--- config.mk ---
export PLATFORM = sky130hd
export DESIGN_NAME = gtc_ram
export DESIGN_NICKNAME = d
export VERILOG_FILES = /design/src/design/gtc_ram.sv
export SDC_FILE = /design/constraint.sdc
export NUM_CORES = 2
export LEC_CHECK = 0
export BUFFER_PORTS_ARGS = -buffer_cell sky130_fd_sc_hd__clkbuf_2
export CORE_MARGIN = 5
export CORE_UTILIZATION = 40
export CTS_BUF_LIST = sky130_fd_sc_hd__clkbuf_4 sky130_fd_sc_hd__clkbuf_8
export CTS_CLUSTER_DIAMETER = 50
export DETAILED_ROUTE_END_ITERATION = 6
export PLACE_DENSITY = 0.66
export SETUP_SLACK_MARGIN = 0.3
export SYNTH_ARGS = -nofsm -noshare
export SYNTH_HDL_FRONTEND = slang
export SYNTH_SLANG_ARGS = --single-unit
--- constraint.sdc ---
create_clock -name i_clk -period 2.6 [get_ports i_clk]
set_input_delay 0.26 -clock i_clk [delete_from_list [all_inputs] [get_ports i_clk]]
set_output_delay 0.26 -clock i_clk [all_outputs]
set_load 0.01 [all_outputs]
--- src/design/gtc_ram.sv ---
// ----------------------------------------------------------------------------
// gtc_ram
// Simple dual-port synchronous RAM, one write and one registered read port.
// ----------------------------------------------------------------------------
module gtc_ram #(
    parameter int DEPTH = 256,
    parameter int WIDTH = 8,
    parameter int AW    = $clog2(DEPTH)
) (
    input  logic             i_clk,
    input  logic             i_we,
    input  logic [AW-1:0]    i_waddr,
    input  logic [WIDTH-1:0] i_wdata,
    input  logic [AW-1:0]    i_raddr,
    output logic [WIDTH-1:0] o_rdata
);

    logic [WIDTH-1:0] r_mem [DEPTH];

    // write port
    always_ff @(posedge i_clk) begin
        if (i_we) begin
            r_mem[i_waddr] <= i_wdata;
        end
    end

    // read port, registered output
    always_ff @(posedge i_clk) begin
        o_rdata <= r_mem[i_raddr];
    end

endmodule

==> results.cfg <==
[power_and_ir_drop]
leakage_nw = 30.6
ir_drop_mv = 0.511
power_density_nw_per_um2 = 704

[global_route]
grt_usage = 0.191
antenna_found_initial = 11
grt_pass1_vias = 42400
grt_pass1_wl_mm = 294
gr-total-overflow = 0
grt_max_degree = 117

[setup_path]
critical_path.startpoint_type = flip-flop
cp_num_buf_inv = 1
path_max_fanout = 1
cp.required_ns = 3.50
endpoint_kind = flip-flop
max_stage_delay_ns = 0.51
crit_family = compound AO/OA/AOI/OAI gates
critPathSlowestCell = nor4_4
path_cells = mux4_2 -> a22oi_1 -> a21oi_1 -> nor4_4 -> buf_4 -> nor4_2
arrival_ns = 3.20
critPathKind = flip-flop to flip-flop

[die]
core_um2 = 198000
rows = 163
dieArea_um2 = 208000
start_util = 0.403
io_pins = 34
die_w_um = 456
die_y_um = 456

[route]
postRouteAntennaNets = 0
vias = 41500
drt_wl_total_mm = 202
drtIter0Drc = 4958
drcViolationCount = 0
wl_per_cell_um = 27.2
vias_per_cell = 5.59
first_pass_iters = 6

[cts]
cts_tree = done
post_cts_buffers = 0
cts_made_buffers = 324
clkLatencyLatePin_ns = 1.01
clk_pin_slew_ns = 0.06
clock-root-buffer = clkbuf_8
htreeDepth = 5
cts.sink_count = 2056
clockBufferDepth = 4

[timing]
fin_crit_sh = 0.883
timing.fmax_ghz = 0.435
setup_viol = 0
rsz0062_at_grt = yes
hold_ws_ns = 0.132
max-slew-margin-rel = 0.351
finClkSkew_ns = 0.0848
worstMarginPinSlew_ns = 0.974
layout_min_cycle_time_ns = 2.30
slew_viol_final = 0
hold_violations = 0
setup_slack_ns = 0.303

[worst_hold_path]
hp-class = input pin to flip-flop

[synthesis]
synth.distinct_cells = 55
synth_warnings = 0
syn_area_per_cell_um2 = 21.3
synthFlopType = edfxtp_1
async_reset_ff_frac = 0
synth_cells = 3733
synth_fp_nets = 3759
synth_edf_count = 2048
ys_ff_latch = 2056
syn-cell-area_um2 = 79600
synth_seq_area_share = 0.775

[placement]
preCtsSetupSlack_ns = -0.770
place_congestion = 0.858
port_buffers = 33
dp.cells = 6853
hpwl_mm = 131
postPlaceCellArea_um2 = 87800

[layout]
n_fill_cell = 16100
drive_above_1_share = 0.361
syn2layout_area_growth_pct = 18.6
finalNetCount = 4583
stdcell_count = 7426
finish.utilization = 0.477
fin_area_um2 = 94300

[flow_run]
maxCapViolCount = 0

[outcome]
status = finished, final reports clean
[worst min-delay path, cell delays in order]
cell and delay (ns):
clkbuf_2 0.10, buf_12 0.19, buf_4 0.18, a2111oi_1 0.05, nor3_1 0.21, nor4_1 0.09
[per-layer routing]
layer,GRT usage,part of all wire,vias up
li1,-,-,17400
met1,0.262,0.40,21800
met2,0.306,0.48,1963
met3,0.0370,0.080,393
met4,0.0668,0.037,0
met5,0,0,-
[registers in the layout, indices dropped and copies added, names as in the netlist]
register	count
o_rdata	8
r_mem	2048
[report_power, final]
part,total [W],internal (W),leakage (nW),switching (W)
clock network,0.0259,0.0138,3.22,0.0120
logic,0.00387,0.00159,8.89,0.00228
registers,0.0366,0.0365,18.5,0.0000784
total,0.0664,0.0519,30.6,0.0144
[placed cells by master, fill, tap and decap left out, types with 28 or more instances in the layout]
master    instances
buf_12           77
mux2i_1         134
o221ai_1         44
buf_4           603
nand2_1          33
mux4_2          454
o22ai_1          28
edfxtp_1       2048
nor2_1          277
clkinv_1         51
clkbuf_4        129
clkbuf_8        336
clkinv_2         29
a22oi_1         132
nand3_1          34
a21oi_1          96
[synth_stat cells (10+ instances only)]
library cell  count  area [µm²]
a211oi_1         16         120
a21oi_1          96         480
a221oi_1         13         114
a22oi_1         133         998
buf_1            22        82.6
buf_2            31         155
buf_4            27         203
buf_6            21         236
buf_8            13         195
clkbuf_1        111         417
edfxtp_1       2048       61500
mux2i_1         134        1340
mux4_2          454       10200
nand2_1          33         124
nand3_1          34         170
nand4_1          10        62.6
nor2_1          282        1060
nor2b_1          31         194
nor3_1           22         110
nor4_1           24         150
o211ai_1         10        75.1
o21ai_0          10        50.1
o221ai_1         46         403
o22ai_1          28         175
[final timing paths]
| kind | from | endpoint | slack, ns | cells past startpoint |
|---|---|---|---|---|
| worst max-delay path | r_mem[15][0] | o_rdata[0] | 0.30 | 6 |
| worst min-delay path | i_raddr[4] | o_rdata[4] | 0.13 | 6 |
| worst min register to register | r_mem[32][5] | o_rdata[5] | 1.00 | 7 |
| worst max register to register | r_mem[15][0] | o_rdata[0] | 0.30 | 6 |
[what timing repair did]
item | CTS | global route
endpoints found under the hold margin | 1324 | 0
setup endpoints to repair | 7 | 8
resized for setup | 22 | 33
pin swaps | 8 | 15
hold buffers | 18 | 0
[cell type report]
type	instances	area, µm²	area share
multi-input cells	1442	16800	0.178
inverters	2	7.51	0.0000796
well taps	2640	3300	0.0350
diodes	4	10.0	0.000106
clock inverters	87	418	0.00443
clock buffers	464	5580	0.0592
repair buffers	731	6520	0.0691
flip-flops and latches	2056	61700	0.654
[logic make-up after synthesis]
kind of cell / after synthesis / share of synthesized area
compound gates: 385 / 0.0342
flops: 2056 / 0.775
mux: 591 / 0.146
buf+inv: 235 / 0.0183
simple gates: 466 / 0.0263
[through the flow]
step	power (W)	TNS (ns)
2_1_floorplan	0.0391	0
3_3_place_gp	0.0410	-3.97
3_5_place_dp	0.0411	-3.96
4_1_cts	0.0668	0
5_1_grt	0.0686	0
6_report	0.0664	0
Note: power is estimated with default switching activity, not from simulation.
